[src/rtl/spf_pkg.sv]
// Shared types and constants for the sensor packet framer.
`default_nettype none

package spf_pkg;

  // Frame constants
  localparam logic [7:0] SyncByte0 = 8'hEF;
  localparam logic [7:0] SyncByte1 = 8'h01;
  localparam logic [7:0] AddrByte  = 8'hFF;
  localparam logic [7:0] TypeData  = 8'h02;
  localparam logic [7:0] TypeEnd   = 8'h08;

  // Register widths, defaults and limits
  localparam int unsigned PktSizeW  = 10;
  localparam int unsigned TmplSizeW = 16;
  localparam int unsigned CfgDataW  = 16;
  localparam int unsigned CfgIdxW   = 1;
  localparam int unsigned ChunkW    = 9;

  localparam logic [PktSizeW-1:0]  PktSizeDefault  = 10'd128;
  localparam logic [PktSizeW-1:0]  PktSizeMin      = 10'd32;
  localparam logic [PktSizeW-1:0]  PktSizeMax      = 10'd256;
  localparam logic [TmplSizeW-1:0] TmplSizeDefault = 16'd512;

  // Register indexes
  localparam logic [CfgIdxW-1:0] CfgIdxPacketSize   = 1'b0;
  localparam logic [CfgIdxW-1:0] CfgIdxTemplateSize = 1'b1;

  // Job queue depth between front and back
  localparam int unsigned QueueDepthDefault = 4;

  // One classified input byte, handed from front to back
  typedef struct packed {
    logic [7:0]        data;
    logic              hdr;          // byte opens a chunk: send the header first
    logic              close;        // byte closes a chunk: send the checksum after
    logic              final_chunk;  // chunk is the last of the transfer
    logic [ChunkW-1:0] len;          // chunk size plus 2
    logic [15:0]       csum;         // checksum including this byte
  } spf_job_t;

endpackage

`default_nettype wire

[src/rtl/spf_front.sv]
// Front end: holds registers, accepts template bytes and classifies them into jobs.
`default_nettype none

module spf_front
  import spf_pkg::*;
(
  input  wire logic                 clk,
  input  wire logic                 rst_n,
  input  wire logic                 cfg_we,
  input  wire logic [CfgIdxW-1:0]   cfg_index,
  input  wire logic [CfgDataW-1:0]  cfg_wdata,
  input  wire logic                 in_accept,
  input  wire logic [7:0]           in_data_byte,
  output spf_job_t                  job
);

  logic [PktSizeW-1:0]  packet_size_r;
  logic [TmplSizeW-1:0] template_size_r;
  logic [15:0]          bytes_sent_r, bytes_sent_nxt;
  logic [ChunkW-1:0]    chunk_left_r, chunk_left_nxt;
  logic [15:0]          running_sum_r, running_sum_nxt;
  logic                 chunk_final_r, chunk_final_nxt;

  logic                 start;
  logic [ChunkW-1:0]    ps_eff;
  logic [15:0]          remaining;
  logic [ChunkW-1:0]    size;
  logic                 size_final;
  logic [ChunkW-1:0]    len;
  logic [7:0]           type_byte;
  logic [15:0]          hdr_sum;
  logic [15:0]          new_sum;
  logic [ChunkW-1:0]    cur_left;
  logic                 cur_final;
  logic                 close;

  // Size and type of a chunk that would start with this byte
  always_comb begin
    start = (chunk_left_r == '0);
    if (packet_size_r < PktSizeMin || packet_size_r > PktSizeMax) begin
      ps_eff = PktSizeDefault[ChunkW-1:0];
    end else begin
      ps_eff = packet_size_r[ChunkW-1:0];
    end
    remaining = (template_size_r > bytes_sent_r) ? (template_size_r - bytes_sent_r) : '0;
    if (remaining == '0) begin
      size       = ChunkW'(1);
      size_final = 1'b1;
    end else if (remaining <= {{(16-ChunkW){1'b0}}, ps_eff}) begin
      size       = remaining[ChunkW-1:0];
      size_final = 1'b1;
    end else begin
      size       = ps_eff;
      size_final = 1'b0;
    end
    len       = size + ChunkW'(2);
    type_byte = size_final ? TypeEnd : TypeData;
    hdr_sum   = {15'd0, len[ChunkW-1]} + {8'd0, len[7:0]} + {8'd0, type_byte};
  end

  // Fold this byte into the open chunk
  always_comb begin
    cur_left  = start ? size : chunk_left_r;
    cur_final = start ? size_final : chunk_final_r;
    new_sum   = (start ? hdr_sum : running_sum_r) + {8'd0, in_data_byte};
    chunk_left_nxt = cur_left - ChunkW'(1);
    close     = (chunk_left_nxt == '0);
    bytes_sent_nxt  = (close && cur_final) ? '0 : bytes_sent_r + 16'd1;
    running_sum_nxt = close ? '0 : new_sum;
    chunk_final_nxt = close ? 1'b0 : cur_final;
  end

  // Build the job for the back end
  always_comb begin
    job.data        = in_data_byte;
    job.hdr         = start;
    job.close       = close;
    job.final_chunk = cur_final;
    job.len         = len;
    job.csum        = new_sum;
  end

  // Configuration registers
  always_ff @(posedge clk) begin
    if (!rst_n) begin
      packet_size_r   <= PktSizeDefault;
      template_size_r <= TmplSizeDefault;
    end else if (cfg_we) begin
      unique case (cfg_index)
        CfgIdxPacketSize:   packet_size_r   <= cfg_wdata[PktSizeW-1:0];
        CfgIdxTemplateSize: template_size_r <= cfg_wdata[TmplSizeW-1:0];
        default: ;
      endcase
    end
  end

  // Advance chunk state on each accepted beat
  always_ff @(posedge clk) begin
    if (!rst_n) begin
      bytes_sent_r  <= '0;
      chunk_left_r  <= '0;
      running_sum_r <= '0;
      chunk_final_r <= 1'b0;
    end else if (in_accept) begin
      bytes_sent_r  <= bytes_sent_nxt;
      chunk_left_r  <= chunk_left_nxt;
      running_sum_r <= running_sum_nxt;
      chunk_final_r <= chunk_final_nxt;
    end
  end

endmodule

`default_nettype wire

[src/rtl/spf_queue.sv]
// Job queue between front and back ends.
`default_nettype none

module spf_queue
  import spf_pkg::*;
#(
  parameter int unsigned DEPTH = QueueDepthDefault
)
(
  input  wire logic     clk,
  input  wire logic     rst_n,
  input  wire logic     push,
  input  wire spf_job_t push_job,
  output logic          full,
  input  wire logic     pop,
  output logic          head_valid,
  output spf_job_t      head_job
);

  localparam int unsigned PtrW = (DEPTH > 1) ? $clog2(DEPTH) : 1;
  localparam int unsigned CntW = $clog2(DEPTH + 1);
  localparam logic [PtrW-1:0] PtrLast = PtrW'(DEPTH - 1);

  spf_job_t            mem [DEPTH];
  logic [PtrW-1:0]     wr_ptr_r, rd_ptr_r;
  logic [CntW-1:0]     count_r;

  assign full       = (count_r == CntW'(DEPTH));
  assign head_valid = (count_r != '0);
  assign head_job   = mem[rd_ptr_r];

  // Store pushed jobs
  always_ff @(posedge clk) begin
    if (push) begin
      mem[wr_ptr_r] <= push_job;
    end
  end

  // Move pointers and occupancy
  always_ff @(posedge clk) begin
    if (!rst_n) begin
      wr_ptr_r <= '0;
      rd_ptr_r <= '0;
      count_r  <= '0;
    end else begin
      if (push) begin
        wr_ptr_r <= (wr_ptr_r == PtrLast) ? '0 : wr_ptr_r + PtrW'(1);
      end
      if (pop) begin
        rd_ptr_r <= (rd_ptr_r == PtrLast) ? '0 : rd_ptr_r + PtrW'(1);
      end
      if (push && !pop) begin
        count_r <= count_r + CntW'(1);
      end else if (pop && !push) begin
        count_r <= count_r - CntW'(1);
      end
    end
  end

endmodule

`default_nettype wire

[src/rtl/spf_back.sv]
// Back end: expands each job into header, payload and checksum beats.
`default_nettype none

module spf_back
  import spf_pkg::*;
(
  input  wire logic       clk,
  input  wire logic       rst_n,
  input  wire logic       head_valid,
  input  wire spf_job_t   head_job,
  output logic            pop,
  output logic            out_valid,
  input  wire logic       out_stall,
  output logic [7:0]      out_wire_byte,
  output logic            out_packet_end,
  output logic            out_transfer_end,
  output logic            out_run_last
);

  // Beat positions within one job
  localparam logic [3:0] PosSync0   = 4'd0;
  localparam logic [3:0] PosSync1   = 4'd1;
  localparam logic [3:0] PosAddr0   = 4'd2;
  localparam logic [3:0] PosAddr1   = 4'd3;
  localparam logic [3:0] PosAddr2   = 4'd4;
  localparam logic [3:0] PosAddr3   = 4'd5;
  localparam logic [3:0] PosType    = 4'd6;
  localparam logic [3:0] PosLenHi   = 4'd7;
  localparam logic [3:0] PosLenLo   = 4'd8;
  localparam logic [3:0] PosData    = 4'd9;
  localparam logic [3:0] PosCsumHi  = 4'd10;
  localparam logic [3:0] PosCsumLo  = 4'd11;

  logic        started_r;
  logic [3:0]  pos_r;
  logic        out_valid_r;
  logic [7:0]  wire_byte_r;
  logic        packet_end_r, transfer_end_r, run_last_r;

  logic        advance;
  logic [3:0]  cur_pos;
  logic        last_beat;
  logic [7:0]  beat_byte;

  assign out_valid        = out_valid_r;
  assign out_wire_byte    = wire_byte_r;
  assign out_packet_end   = packet_end_r;
  assign out_transfer_end = transfer_end_r;
  assign out_run_last     = run_last_r;

  // Pick the next beat of the head job
  always_comb begin
    advance   = head_valid && (!out_valid_r || !out_stall);
    cur_pos   = started_r ? pos_r : (head_job.hdr ? PosSync0 : PosData);
    last_beat = (cur_pos == PosCsumLo) || (cur_pos == PosData && !head_job.close);
    pop       = advance && last_beat;
    unique case (cur_pos) inside
      PosSync0:                               beat_byte = SyncByte0;
      PosSync1:                               beat_byte = SyncByte1;
      PosAddr0, PosAddr1, PosAddr2, PosAddr3: beat_byte = AddrByte;
      PosType:   beat_byte = head_job.final_chunk ? TypeEnd : TypeData;
      PosLenHi:  beat_byte = {7'd0, head_job.len[ChunkW-1]};
      PosLenLo:  beat_byte = head_job.len[7:0];
      PosCsumHi: beat_byte = head_job.csum[15:8];
      PosCsumLo: beat_byte = head_job.csum[7:0];
      default:   beat_byte = head_job.data;
    endcase
  end

  // Track the position inside the head job
  always_ff @(posedge clk) begin
    if (!rst_n) begin
      started_r <= 1'b0;
      pos_r     <= '0;
    end else if (advance) begin
      started_r <= !last_beat;
      pos_r     <= cur_pos + 4'd1;
    end
  end

  // Output register: load on advance, drop when taken
  always_ff @(posedge clk) begin
    if (!rst_n) begin
      out_valid_r <= 1'b0;
    end else if (advance) begin
      out_valid_r <= 1'b1;
    end else if (!out_stall) begin
      out_valid_r <= 1'b0;
    end
  end

  always_ff @(posedge clk) begin
    if (advance) begin
      wire_byte_r    <= beat_byte;
      packet_end_r   <= (cur_pos == PosCsumLo);
      transfer_end_r <= (cur_pos == PosCsumLo) && head_job.final_chunk;
      run_last_r     <= last_beat;
    end
  end

endmodule

`default_nettype wire

[src/rtl/sensor_packet_framer_top.sv]
// Top level of the sensor packet framer.
//
//  channel | direction | handshake            | payload
//  --------+-----------+----------------------+------------------------------------------
//  in      | input     | in_valid / in_stall   | in_data_byte
//  out     | output    | out_valid / out_stall | out_wire_byte, out_packet_end,
//          |           |                      | out_transfer_end, out_run_last
//  cfg     | input     | cfg_we               | cfg_index, cfg_wdata
//
// One output beat per cycle while a job is queued and out_stall is low; each payload
// byte is one beat, and a chunk adds header beats before its bytes and checksum beats after.
// The back end's one-beat-per-cycle output register sets the rate; the front end takes
// one byte per cycle while the job queue has room.
// Synchronous active-low reset clears all control state; registers return to 128 / 512.
// out_stall holds the output register; in_stall rises only when the job queue is full.
`default_nettype none

module sensor_packet_framer_top
  import spf_pkg::*;
#(
  parameter int unsigned QUEUE_DEPTH = QueueDepthDefault
)
(
  input  wire logic                clk,
  input  wire logic                rst_n,
  input  wire logic                cfg_we,
  input  wire logic [CfgIdxW-1:0]  cfg_index,
  input  wire logic [CfgDataW-1:0] cfg_wdata,
  input  wire logic                in_valid,
  output logic                     in_stall,
  input  wire logic [7:0]          in_data_byte,
  output logic                     out_valid,
  input  wire logic                out_stall,
  output logic [7:0]               out_wire_byte,
  output logic                     out_packet_end,
  output logic                     out_transfer_end,
  output logic                     out_run_last
);

  spf_job_t new_job, head_job;
  logic     q_full, head_valid, pop, in_accept;

  assign in_stall  = q_full;
  assign in_accept = in_valid && !q_full;

  spf_front u_front (
    .clk          (clk),
    .rst_n        (rst_n),
    .cfg_we       (cfg_we),
    .cfg_index    (cfg_index),
    .cfg_wdata    (cfg_wdata),
    .in_accept    (in_accept),
    .in_data_byte (in_data_byte),
    .job          (new_job)
  );

  spf_queue #(.DEPTH(QUEUE_DEPTH)) u_queue (
    .clk        (clk),
    .rst_n      (rst_n),
    .push       (in_accept),
    .push_job   (new_job),
    .full       (q_full),
    .pop        (pop),
    .head_valid (head_valid),
    .head_job   (head_job)
  );

  spf_back u_back (
    .clk              (clk),
    .rst_n            (rst_n),
    .head_valid       (head_valid),
    .head_job         (head_job),
    .pop              (pop),
    .out_valid        (out_valid),
    .out_stall        (out_stall),
    .out_wire_byte    (out_wire_byte),
    .out_packet_end   (out_packet_end),
    .out_transfer_end (out_transfer_end),
    .out_run_last     (out_run_last)
  );

endmodule

`default_nettype wire

[config.mk]
export PLATFORM = sky130hd
export DESIGN_NAME = sensor_packet_framer_top
export DESIGN_NICKNAME = d
export VERILOG_FILES = /design/src/rtl/spf_pkg.sv /design/src/rtl/spf_front.sv /design/src/rtl/spf_queue.sv /design/src/rtl/spf_back.sv /design/src/rtl/sensor_packet_framer_top.sv
export SDC_FILE = /design/constraint.sdc
export NUM_CORES = 1
export LEC_CHECK = 0
export BUFFER_PORTS_ARGS = -buffer_cell sky130_fd_sc_hd__buf_2
export CORE_MARGIN = 3
export CORE_UTILIZATION = 42
export CTS_CLUSTER_SIZE = 40
export DETAILED_ROUTE_END_ITERATION = 12
export HOLD_SLACK_MARGIN = 0.05
export PLACE_DENSITY_LB_ADDON = 0.05
export SLEW_MARGIN = 20
export SYNTH_ARGS = -nofsm -noshare
export SYNTH_HDL_FRONTEND = slang
export SYNTH_SLANG_ARGS = --single-unit
[constraint.sdc]
create_clock -name clk -period 8.8 [get_ports clk]
set_input_delay 1.76 -clock clk [delete_from_list [all_inputs] [get_ports clk]]
set_output_delay 1.76 -clock clk [all_outputs]
set_load 0.01 [all_outputs]
== Word level (Yosys, flattened, before mapping) ==
Memory sizes are Yosys's and may differ from the RTL's. A register that Yosys moved wholly into a read port is not among the register bits.
Index checks and enable logic that the tools add are counted.

* Flip-flop bits (word level): 92
* Memory bits (writable): 144
* Bits of input ports: 30
* Output and inout bits: 13
* Word-level logic and storage cells: 103
* Memories: 1

{| class="wikitable"
|+ Memories
! name !! words !! bits a word !! read ports !! clocked after memory_dff !! write ports !! RTL line !! text
|-
| u_queue.mem || 4 || 36 || 1 || 1 || 1 || spf_queue.sv:24 || <nowiki>spf_job_t mem [DEPTH];</nowiki>
|}

* Add/sub/neg operators: 12
* Magnitude comparators: 4
* Equality and inequality tests: 15
* Muxes and demuxes: 27
* Bitwise operators: 1
* Reduce and logical (&&, ||, !) cells: 27

{| class="wikitable"
|+ Operator list
! operator !! number
|-
| 16-bit 2-to-1 mux || 4
|-
| 8-bit case mux with 8 select lines || 1
|-
| 9-bit 2-to-1 mux || 4
|-
| 16-bit by 8-bit adder with 16-bit output || 2
|-
| 9-bit logical NOT || 2
|-
| 16-bit by 1-bit adder with 16-bit output (second input constant) || 1
|-
| 4-bit by 3-bit equality test with 1-bit output (second input constant) || 4
|-
| 4-bit equality test (second input constant) || 4
|-
| 16-bit greater-than comparator || 1
|-
| 16-bit by 9-bit <= comparator with 1-bit output || 1
|-
| 16-bit logical NOT || 1
|-
| 4-bit 2-to-1 mux || 4
|-
| 16-bit subtractor || 1
|-
| 10-bit by 9-bit greater-than comparator with 1-bit output (second input constant) || 1
|-
| 10-bit by 6-bit < comparator with 1-bit output (second input constant) || 1
|-
| 1-bit by 8-bit adder with 9-bit output || 1
|-
| 9-bit by 2-bit adder with 9-bit output (second input constant) || 1
|-
| 9-bit by 1-bit subtractor with 9-bit output (second input constant) || 1
|-
| 4-bit by 2-bit equality test with 1-bit output (second input constant) || 2
|-
| 1-bit logical AND || 8
|-
| 1-bit 2-to-1 mux || 8
|-
| 2-bit 2-to-1 mux || 4
|-
| 1-bit logical NOT || 7
|-
| 3-bit 2-to-1 mux || 2
|-
| 15 further kinds || 20
|}

== Longest topological paths before layout ==
Gate-level depths: netlist of run 1.

* Word-level depth: 12
* Depth in mapped cells: 43
* Gate-level depth less buffers: 41

== By module ==
From an unflattened synthesis of run 1, not the netlist that was laid out.

* Cells, all modules: 1156
* Area, all modules: 13157.6 µm²

{| class="wikitable"
|+ By module, submodules not included
! module !! instances !! cells an instance !! area each (µm²) !! seq. area each (µm²)
|-
| spf_front || 1 || 805 || 6279.8 || 1361.3
|-
| spf_queue || 1 || 232 || 5708.0 || 4504.3
|-
| spf_back || 1 || 118 || 1156.1 || 450.4
|-
| sensor_packet_framer_top || 1 || 1 || 13.8 || 0.0
|}

== Worst setup path after synthesis of run 1 ==
Ideal clock, no wire load.

* Kind: register to register
* Start point: register u_front.bytes_sent_r[0]
* End point: register u_front.running_sum_r[12]
* Setup time: 70 ps
* Data arrival time: 7742 ps
* Data required time: 8730 ps
* Slack: 988 ps
* Cell stages (with the launch flop): 41
* Path buffers: 2
* Clock period less this slack: 7812 ps
* Cells stage by stage: dfxtp_1 > ha_1 > inv_1 > fa_1 > nand3_1 > a21oi_2 > o21bai_1 > nand2_1 > o31ai_2 > clkbuf_1 > nor2_1 > ha_1 > a21oi_1 > o21ai_1 > a2111oi_0 > o21ai_1 > mux2i_1 > nor3b_2 > [... 5 more ...] > xnor2_1 > ha_1 > ha_1 > ha_1 > ha_1 > a21o_1 > and2_1 > xnor2_1 > mux2_2 > ha_1 > a21oi_1 > o21bai_1 > a21oi_1 > nand3b_1 > xor2_1 > nor2_1 > nand3_1 > a21oi_1

{| class="wikitable"
|+ RTL lines
! what !! RTL line !! text
|-
| from (decl) || spf_front.sv:19 || <nowiki>logic [15:0] bytes_sent_r, bytes_sent_nxt;</nowiki>
|-
| from (signal assigned) || spf_front.sv:105 || <nowiki>bytes_sent_r <= bytes_sent_nxt;</nowiki>
|-
| to (signal assigned) || spf_front.sv:107 || <nowiki>running_sum_r <= running_sum_nxt;</nowiki>
|-
| to (decl) || spf_front.sv:21 || <nowiki>logic [15:0] running_sum_r, running_sum_nxt;</nowiki>
|}

==> results by group, run 1 <==
Placement
  – IO buf count: 42
  – Detailed Place HPWL: 21,900 um
  – Setup WS pre-CTS: 395 ps
  – Inst Count DP: 1,581
  – Final RePlAce weighted congestion: 0.902
  – Placed instance area: 13,200 um^2

Routing
  – Routed WL: 31,600 um
  – Via density per instance: 5.47
  – Remaining antenna violation count: 0
  – Detailed Route Iter0 Violations: 733
  – Residual DRC: 0
  – Routed len/inst: 19.3 um
  – Via count: 8,930
  – DRT Pass-1 Iters: 5

STA
  – Fin. max-slew vios: 0
  – RSZ-0062 raised after global routing: false
  – Final Critical Period: 8100 ps
  – Setup ws final: 695 ps
  – Final hold viol count: 0
  – Tightest Pin Transition: 856 ps
  – Fmax achieved: 123 MHz
  – Setup TNS Final: 0 ps
  – Rel. slew slack: 0.423
  – Worst clock skew: 25.5 ps
  – Period utilization: 0.921
  – Finish-stage setup viols: 0

Power and ir drop
  – Worst IR Drop VDD: 0.000158 V
  – Net Sw Power: 0.00147 W
  – Sequential share of power: 0.381
  – Logic pwr share: 0.361
  – Clock power frac: 0.258
  – P per Cell Area: 293 nW/um^2
  – Leak Pwr: 5.12 nW
  – Int Pwr: 0.00265 W
  – Switching share of power: 0.357

GRT
  – Grt ovf: 0
  – Largest net degree at the start of global routing: 64
  – Vias in the first global route: 8,824
  – First-pass GRT wire length: 49,700 um
  – Initial antenna violation count: 0
  – Total track usage: 0.199

Yosys
  – Top FF cell, synth: edfxtp_1
  – Proportion of synthesized area in mux cells: 0.0733
  – Asr flop ratio synth: 0
  – Mapped Nets: 1,260
  – Netlist Area Pre-Place: 12,500 um^2
  – Synthesis-stage register bit count: 238
  – Post-synth cell types: 85
  – Complex-gate fraction of the synthesized area: 0.139
  – Syn avg cell area: 10.7 um^2
  – Syn Inst Count: 1,175
  – Main combinational cell family by area after synthesis: simple AND/OR/NAND/NOR gates
  – XOR/XNOR Fraction of Synth Area: 0.0377
  – Register area share after synthesis: 0.504
  – Post-Synth Simple-Gate Area: 0.156
  – Synth warn: 0
  – Post-synth EDFFs: 155
  – Post-synthesis adder-cell area fraction: 0.0567

CTS
  – Reg clk slew, reported paths: 60 ps
  – Post-CTS Hold Buffers: 0
  – TritonCTS clock tree: yes
  – H-tree levels: 1
  – CTS Root Cell: clkbuf_16
  – Clk_lat worst skew: 540 ps
  – Max Root-Sink Buffers: 3
  – TritonCTS Buffers: 27
  – Sink Count: 238

Setup path
  – Crit Path Class: flop to flop
  – Worst path slowest cell: o31ai_2
  – Setup crit end kind: flop
  – Required time of the critical path: 9090 ps
  – Worst Setup Start Kind: flop
  – Reg2Reg Depth: 35
  – Most common cell on crit path: ha_1
  – Crit-path max FO: 13
  – Crit path DAT: 8390 ps
  – CP max stage delay: 560 ps

Finish
  – Most frequent cells in the layout: edfxtp_1, nand2_1, a21oi_1, dfxtp_1, nor2_1
  – ANT cells: 0
  – Area delta synth->final: 12.5%
  – Fillers: 2,748
  – Design area: 14,100 um^2
  – Most common cell after layout, fill and taps aside: edfxtp_1
  – Fraction of layout cells with a size suffix above 1: 0.138
  – Finished Layout Cells: 1,633
  – Nets: 1,313

Die
  – Core area: 29,100 um^2
  – Die Area: 32,000 um^2
  – Row cnt: 62
  – Die height: 179 um
  – Io pins: 43
  – Starting density of the core: 0.431
  – Die Wd: 179 um

Job
  – Max-cap violations: 0

Hold path
  – Hold path depth: 2
  – Worst hold path class: flop to flop

Run status
  – Outcome: finished, final reports clean
[timing repair]
item                       4_1_cts  5_1_grt
gates resized for setup          0        7
setup buffers                    0        2
hold endpoints to repair         0        0
setup endpoints to repair        0       41
[state kept, by name, summed over array words and instances (netlist names), 4 cells and up, named ones only]
register                 flops
u_queue.mem                144
u_front.packet_size_r       10
u_back.pos_r                 4
u_back.out_wire_byte         8
u_front.template_size_r     16
u_front.running_sum_r       16
u_front.chunk_left_r         9
u_front.bytes_sent_r        16
[cells in the mapped netlist (9+ instances only)]
| library cell | instances | share of area |
|---|---|---|
| edfxtp_1 | 155 | 0.37 |
| xnor2_1 | 39 | 0.027 |
| dfxtp_1 | 83 | 0.13 |
| buf_1 | 14 | 0.0042 |
| nor2b_1 | 9 | 0.0045 |
| a31oi_1 | 9 | 0.0045 |
| nor2_1 | 74 | 0.022 |
| ha_1 | 52 | 0.052 |
| a211oi_1 | 11 | 0.0066 |
| nand4_1 | 11 | 0.0055 |
| mux4_2 | 22 | 0.040 |
| nand2b_1 | 9 | 0.0045 |
| xor2_1 | 15 | 0.010 |
| mux2i_1 | 40 | 0.032 |
| or3_1 | 10 | 0.0050 |
| a21oi_1 | 97 | 0.039 |
| nand3_1 | 31 | 0.012 |
| nand2_1 | 152 | 0.046 |
| inv_1 | 54 | 0.016 |
| o22ai_1 | 9 | 0.0045 |
| and2_1 | 31 | 0.015 |
| nor3_1 | 23 | 0.0092 |
| clkbuf_1 | 25 | 0.0075 |
| o21ai_0 | 39 | 0.016 |
[worst max-delay path: cells and delay by family, from the launching register on]
kind                     cells  cell delay [ps]
buffers and inverters        5              640
adder cells (fa/ha/maj)      5             1590
XOR/XNOR                     3              410
AND/OR/NAND/NOR             10             1950
AO/OA/AOI/OAI               10             2400
multiplexers                 2              480
flip-flops                   1              360
[power groups by stage]
| stage | sequential (W) | combinational [W] | clock [W] |
|---|---|---|---|
| 2_1_floorplan | 0.00156 | 0.00106 | 0 |
| 3_3_place_gp | 0.00159 | 0.00149 | 0 |
| 3_5_place_dp | 0.00160 | 0.00150 | 0 |
| 4_1_cts | 0.00157 | 0.00151 | 0.00110 |
| 5_1_grt | 0.00160 | 0.00167 | 0.00114 |
| 6_report | 0.00157 | 0.00149 | 0.00107 |
[metrics by stage]
| step | total power, W | utilization | hold WS, ps |
|---|---|---|---|
| floorplan | 0.00262 | - | 429 |
| global placement | 0.00309 | 0.455 | 441 |
| detailed placement | 0.00309 | 0.455 | 445 |
| CTS | 0.00418 | 0.484 | 453 |
| global route | 0.00441 | 0.485 | 475 |
| finish | 0.00413 | 0.485 | 451 |
[routing by layer]
| layer | wire [um] | GRT usage |
|---|---|---|
| met1 | 14300 | 0.268 |
| met2 | 15500 | 0.343 |
| met3 | 1210 | 0.0258 |
| met4 | 644 | 0.0484 |
| met5 | 0 | 0 |
[final timing paths]
check	end	from	slack, ps
min reg2reg	u_front.running_sum_r[0]$_SDFFE_PN0P_	u_front.running_sum_r[0]$_SDFFE_PN0P_	450
min	u_front.running_sum_r[0]$_SDFFE_PN0P_	u_front.running_sum_r[0]$_SDFFE_PN0P_	450
max	u_queue.mem[0][9]$_DFFE_PP_	u_front.bytes_sent_r[13]$_SDFFE_PN0P_	700
max reg2reg	u_queue.mem[0][9]$_DFFE_PP_	u_front.bytes_sent_r[13]$_SDFFE_PN0P_	700
[cell families after synthesis]
logic type	after synthesis
AOI/OAI and AO/OA	261
xor gates and xnor gates	54
adders and majority gates	55
buffers and inverters	103
DFF	238
muxes	64
and+or+nand+nor	400
[final cells by class]
cell class	count	area (um^2)	share of cell area
Clock buffer	35	706	0.0500
Clock inverter	15	131	0.00932
Inverter	56	210	0.0149
Multi-Input combinational cell	834	5820	0.413
Sequential cell	238	6320	0.448
Tap cell	384	480	0.0341
Timing Repair Buffer	71	428	0.0303
Note: power is estimated with default switching activity, not from simulation.
==> run 2: changes to the inputs <==
MAX_ROUTING_LAYER = met4   (was unset)
==> results by group, run 2 (synthesized netlist as in run 1, its figures left out) <==
Die
  – Die height: 179 um (unchanged)
  – Starting density of the core: 0.431 (unchanged)
  – Die Area: 32,000 um^2 (unchanged)
  – Row cnt: 62 (unchanged)
  – Core area: 29,100 um^2 (unchanged)
  – Die Wd: 179 um (unchanged)
  – Io pins: 43 (unchanged)

STA
  – Tightest Pin Transition: 875 ps (+19.6 ps)
  – Final Critical Period: 8100 ps (-4.81 ps)
  – Rel. slew slack: 0.410 (-0.0132)
  – Fmax achieved: 123 MHz (about the same)
  – Final hold viol count: 0 (unchanged)
  – Worst hold margin: 451 ps (-0.0340 ps)
  – Fin. max-slew vios: 0 (unchanged)
  – Worst clock skew: 26.7 ps (+1.21 ps)
  – Period utilization: 0.920 (about the same)
  – Finish-stage setup viols: 0 (unchanged)
  – Setup TNS Final: 0 ps (unchanged)
  – RSZ-0062 raised after global routing: false

Setup path
  – Most common cell on crit path: ha_1
  – Worst path slowest cell: o31ai_2
  – Crit path DAT: 8390 ps (about the same)
  – Setup crit end kind: flop
  – R2r startpoint: u_front.bytes_sent_r[9]$_SDFFE_PN0P_
  – Crit Path Class: flop to flop
  – Worst path top cell family by delay: compound AO/OA/AOI/OAI gates
  – CP max stage delay: 560 ps (about the same)
  – Crit path buf inv count: 5 (unchanged)
  – Required time of the critical path: 9090 ps (about the same)
  – Worst Setup Start Kind: flop
  – Setup crit start: u_front.bytes_sent_r[9]$_SDFFE_PN0P_
  – Crit-path max FO: 13 (unchanged)

Finish
  – Fraction of layout cells with a size suffix above 1: 0.138 (unchanged)
  – Multi-input gate area: 5820 um^2 (unchanged)
  – Most common cell after layout, fill and taps aside: edfxtp_1
  – Nets: 1,313 (unchanged)
  – Top reg by flops: u_queue.mem
  – Fillers: 2,748 (unchanged)
  – ANT cells: 0 (unchanged)
  – FF+latch area: 6320 um^2 (unchanged)
  – Most frequent cells in the layout: edfxtp_1, nand2_1, a21oi_1, dfxtp_1, nor2_1
  – Area delta synth->final: 12.5% (unchanged)
  – Largest register FFs: 144 (unchanged)

GRT
  – Grt ovf: 0 (unchanged)
  – Largest net degree at the start of global routing: 64 (unchanged)
  – Initial antenna violation count: 0 (unchanged)
  – First-pass GRT wire length: 49,700 um (about the same)
  – Vias in the first global route: 8,828 (+0.045%)
  – Total track usage: 0.205 (+0.00593)

CTS
  – Reg clk slew, reported paths: 60 ps (about the same)
  – TritonCTS Buffers: 27 (unchanged)
  – Max Root-Sink Buffers: 3 (unchanged)
  – TritonCTS clock tree: yes
  – H-tree levels: 1 (unchanged)
  – Sink Count: 238 (unchanged)
  – CTS Root Cell: clkbuf_16
  – Post-CTS Hold Buffers: 0 (unchanged)
  – Clk_lat worst skew: 540 ps (about the same)

Hold path
  – Hold wc startpoint: u_front.running_sum_r[0]$_SDFFE_PN0P_
  – Worst hold path class: flop to flop

Routing
  – Detailed Route Iter0 Violations: 705 (-3.8%)
  – Via count: 8,943 (+0.15%)
  – Residual DRC: 0 (unchanged)
  – Routed len/inst: 19.4 um (+0.13%)
  – Via density per instance: 5.48 (+0.15%)
  – DRT Pass-1 Iters: 5 (unchanged)
  – Remaining antenna violation count: 0 (unchanged)
  – Routed WL: 31,600 um (+0.13%)

Placement
  – Final RePlAce weighted congestion: 0.917 (+1.7%)
  – IO buf count: 42 (unchanged)
  – Detailed Place HPWL: 21,900 um (unchanged)

Job
  – Max-cap violations: 0 (unchanged)

Run status
  – Outcome: finished, final reports clean

Power and ir drop
  – P per Cell Area: 293 nW/um^2 (about the same)
  – Leak Pwr: 5.12 nW (unchanged)
  – Worst IR Drop VDD: 0.000158 V (+0.10%)
[run 2: cell counts in the layout (fill, tap and decap cells not counted)]
No cell type changed its count.
[run 2: metal layers]
| layer | routed length (um) | GRT usage | vias to the layer above |
|---|---|---|---|
| met2 | 15600 | 0.344 | 164 |
| met4 | 675 | 0.0484 | 0 |
| met5 | 0 | - | - |
| li1 | - | - | 4425 |
| met3 | 1240 | 0.0258 | 50 |
| met1 | 14100 | 0.267 | 4304 |
[run 2: metrics by stage]
step / cells / total power [W] / cell area (um^2) / utilization / setup WS [ps]
2_1_floorplan: 1175 / 0.00262 / 12500 / - / 988
3_3_place_gp: 1581 / 0.00309 / 13200 / 0.455 / 515
3_5_place_dp: 1581 / 0.00309 / 13200 / 0.455 / 395
4_1_cts: 1631 / 0.00418 / 14100 / 0.484 / 357
5_1_grt: 1633 / 0.00441 / 14100 / 0.485 / 2.78
6_report: 1633 / 0.00413 / 14100 / 0.485 / 700
[run 2: timing repair]
item | 4_1_cts | 5_1_grt
gates resized for setup | 0 | 7
setup endpoints to repair | 0 | 41
buffers inserted | 0 | 2
[run 2: area by class of cell]
type | instances | share of cell area
inverters | 56 | 0.0149
repair buffers | 71 | 0.0303
flip-flops and latches | 238 | 0.448
well taps | 384 | 0.0341
multi-input cells | 834 | 0.413
clock buffers | 35 | 0.0500
clock inverters | 15 | 0.00932
[run 2: path summary, 6_finish.rpt]
path / to / slack [ps] / cells past startpoint
worst min-delay path: u_front.running_sum_r[0]$_SDFFE_PN0P_ / 450 / 2
worst max register to register: u_queue.mem[2][9]$_DFFE_PP_ / 700 / 35
worst min register to register: u_front.running_sum_r[0]$_SDFFE_PN0P_ / 450 / 2
worst max-delay path: u_queue.mem[2][9]$_DFFE_PP_ / 700 / 35
[run 2: report_power, final]
| group | leakage [nW] | internal [W] | switching [W] |
|---|---|---|---|
| combinational | 2.58 | 0.000557 | 0.000938 |
| clock | 0.404 | 0.000624 | 0.000441 |
| sequential | 2.13 | 0.00147 | 0.0000984 |
[run 2: worst register-to-register path: cells and delay by family, from the launching register on]
kind,cells,cell delay (ps)
buffers and inverters,5,650
muxes,2,490
DFF,1,340
xor gates and xnor gates,3,410
adders and majority gates,5,1640
and+or+nand+nor,10,1930
AOI/OAI and AO/OA,10,2410
==> run 3: changes to the inputs <==
CORE_MARGIN = 5   (was 3)
==> results by group, run 3 (synthesized netlist as in run 1, its figures left out) <==
Run status
  – Outcome: finished, final reports clean

CTS
  – Reg clk slew, reported paths: 60 ps (about the same)
  – H-tree levels: 1 (unchanged)
  – Post-CTS Hold Buffers: 0 (unchanged)
  – CTS Root Cell: clkbuf_16
  – Clk_lat worst skew: 560 ps (+20 ps)
  – Max Root-Sink Buffers: 3 (unchanged)
  – TritonCTS clock tree: yes
  – TritonCTS Buffers: 27 (unchanged)
  – Sink Count: 238 (unchanged)

Hold path
  – Hold wc startpoint: u_front.running_sum_r[7]$_SDFFE_PN0P_
  – Hold path depth: 2 (unchanged)
  – Worst hold path class: flop to flop
  – Hold EP: u_front.running_sum_r[7]$_SDFFE_PN0P_

Setup path
  – Crit path buf inv count: 5 (unchanged)
  – Most common cell on crit path: ha_1
  – Required time of the critical path: 9280 ps (+190 ps)
  – R2r startpoint: u_front.bytes_sent_r[0]$_SDFFE_PN0P_
  – Crit Path Class: flop to flop
  – Worst path top cell family by delay: compound AO/OA/AOI/OAI gates
  – Crit path DAT: 8670 ps (+280 ps)
  – CP max stage delay: 420 ps (-140 ps)
  – Worst path slowest cell: dfxtp_1
  – Worst Setup Start Kind: flop
  – Crit-path max FO: 13 (unchanged)
  – Reg2Reg Depth: 39 (+11%)
  – R2r endpoint: u_front.running_sum_r[14]$_SDFFE_PN0P_
  – Setup crit end kind: flop
  – Worst R2R Setup Slack: 610 ps (-90 ps)

Finish
  – Nets: 1,303 (-0.76%)
  – Finished Layout Cells: 1,627 (-0.37%)
  – ANT cells: 0 (unchanged)
  – Area delta synth->final: 12.4% (about the same)
  – Most frequent cells in the layout: edfxtp_1, nand2_1, a21oi_1, dfxtp_1, nor2_1
  – Final core occ: 0.477 (-0.00807)
  – Largest register FFs: 144 (unchanged)
  – Fraction of layout cells with a size suffix above 1: 0.134 (-0.00351)
  – Top reg by flops: u_queue.mem
  – Most common cell after layout, fill and taps aside: edfxtp_1

GRT
  – First-pass GRT wire length: 49,200 um (-1.1%)
  – Grt ovf: 0 (unchanged)
  – Initial antenna violation count: 0 (unchanged)
  – Largest net degree at the start of global routing: 56 (-13%)
  – Vias in the first global route: 8,691 (-1.6%)
  – Total track usage: 0.190 (-0.0150)

Power and ir drop
  – Leak Pwr: 5.08 nW (-0.60%)
  – Worst IR Drop VDD: 0.000127 V (-20%)
  – P per Cell Area: 294 nW/um^2 (+0.47%)
  – Post-route total power: 0.00415 W (+0.39%)

Routing
  – Residual DRC: 0 (unchanged)
  – Via count: 8,969 (+0.29%)
  – Routed len/inst: 19.1 um (-1.3%)
  – DRT Pass-1 Iters: 5 (unchanged)
  – Remaining antenna violation count: 0 (unchanged)
  – Via density per instance: 5.51 (+0.66%)
  – Routed WL: 31,100 um (-1.7%)
  – Detailed Route Iter0 Violations: 446 (-37%)

Die
  – Starting density of the core: 0.424 (-0.00684)
  – Die Area: 33,400 um^2 (+4.5%)
  – Die Wd: 183 um (+2.2%)
  – Row cnt: 63 (+1.6%)
  – Core area: 29,600 um^2 (+1.6%)
  – Io pins: 43 (unchanged)
  – Die height: 183 um (+2.2%)

STA
  – Fin. max-slew vios: 0 (unchanged)
  – Worst clock skew: 20.8 ps (-5.85 ps)
  – Period utilization: 0.931 (+0.0105)
  – Worst hold margin: 452 ps (+0.927 ps)
  – Setup TNS Final: 0 ps (unchanged)
  – Rel. slew slack: 0.285 (-0.125)
  – Tightest Pin Transition: 1070 ps (+197 ps)
  – Fmax achieved: 122 MHz (-1.1%)
  – Finish-stage setup viols: 0 (unchanged)
  – Final Critical Period: 8190 ps (+92.2 ps)
  – Final hold viol count: 0 (unchanged)

Job
  – Max-cap violations: 0 (unchanged)

Placement
  – Final RePlAce weighted congestion: 0.892 (-2.8%)
  – IO buf count: 42 (unchanged)
  – Detailed Place HPWL: 22,100 um (+0.95%)
  – Inst Count DP: 1,577 (-0.25%)
run 3: cell types whose count changed in the layout (fill, tap and decap cells not counted), moves of 2 or more:
cell        before  now
clkinv_4         2    0
clkbuf_1         8    4
clkinvlp_4       1    3
buf_4           29   18
clkbuf_8         0    2
run 3: cell type report:
class | count | area [um^2]
clock buffer | 34 | 723
clock inverter | 14 | 136
fill | 2805 | 15500
inverter | 56 | 210
multi-input combinational | 834 | 5850
sequential | 238 | 6320
tap | 390 | 488
timing repair buffer | 61 | 365
run 3: worst reg2reg max path: cells and delay by family, from the launching register on:
| kind | cells | cell delay (ps) |
|---|---|---|
| compound gates | 15 | 2700 |
| xor+xnor | 2 | 310 |
| fa+ha+maj | 6 | 1810 |
| buf+inv | 5 | 610 |
| flops | 1 | 420 |
| mux | 1 | 220 |
| simple gates | 10 | 2080 |
run 3: worst max path at each step:
stage / from / endpoint / slack [ps] / cells past startpoint
after global routing: u_front.bytes_sent_r[6]$_SDFFE_PN0P_ / u_front.running_sum_r[10]$_SDFFE_PN0P_ / -30 / 37
after CTS: u_front.bytes_sent_r[0]$_SDFFE_PN0P_ / u_front.running_sum_r[13]$_SDFFE_PN0P_ / 200 / 39
after global placement: u_front.bytes_sent_r[0]$_SDFFE_PN0P_ / u_front.running_sum_r[14]$_SDFFE_PN0P_ / 440 / 39
after detailed placement: u_front.bytes_sent_r[0]$_SDFFE_PN0P_ / u_front.running_sum_r[13]$_SDFFE_PN0P_ / 250 / 39
final: u_front.bytes_sent_r[0]$_SDFFE_PN0P_ / u_front.running_sum_r[14]$_SDFFE_PN0P_ / 610 / 39
after floorplan: u_front.bytes_sent_r[0]$_SDFFE_PN0P_ / u_front.running_sum_r[12]$_SDFFE_PN0P_ / 990 / 40
run 3: stage by stage:
stage	instance area, um^2	setup slack [ps]
after floorplan	12500	988
after global placement	13200	442
after detailed placement	13200	254
after CTS	14000	203
after global routing	14100	-27.5
final	14100	608
run 3: metal layers:
metal / wire length, um / share of wire / track usage / vias to the layer above
li1: - / - / - / 4407
met1: 14500 / 0.47 / 0.255 / 4360
met2: 14900 / 0.48 / 0.314 / 162
met3: 1170 / 0.037 / 0.0246 / 40
met4: 592 / 0.019 / 0.0381 / 0
met5: 0 / 0 / - / -
run 3: power by group:
part	internal [W]	leakage, nW	switching, W
logic	0.000550	2.54	0.000959
registers	0.00147	2.13	0.0000789
clock network	0.000640	0.414	0.000446
total	0.00266	5.08	0.00148
run 3: timing repair:
| action | 4_1_cts | 5_1_grt |
|---|---|---|
| resized for setup | 0 | 10 |
| setup buffers | 0 | 1 |
| endpoints found under the setup margin | 0 | 40 |
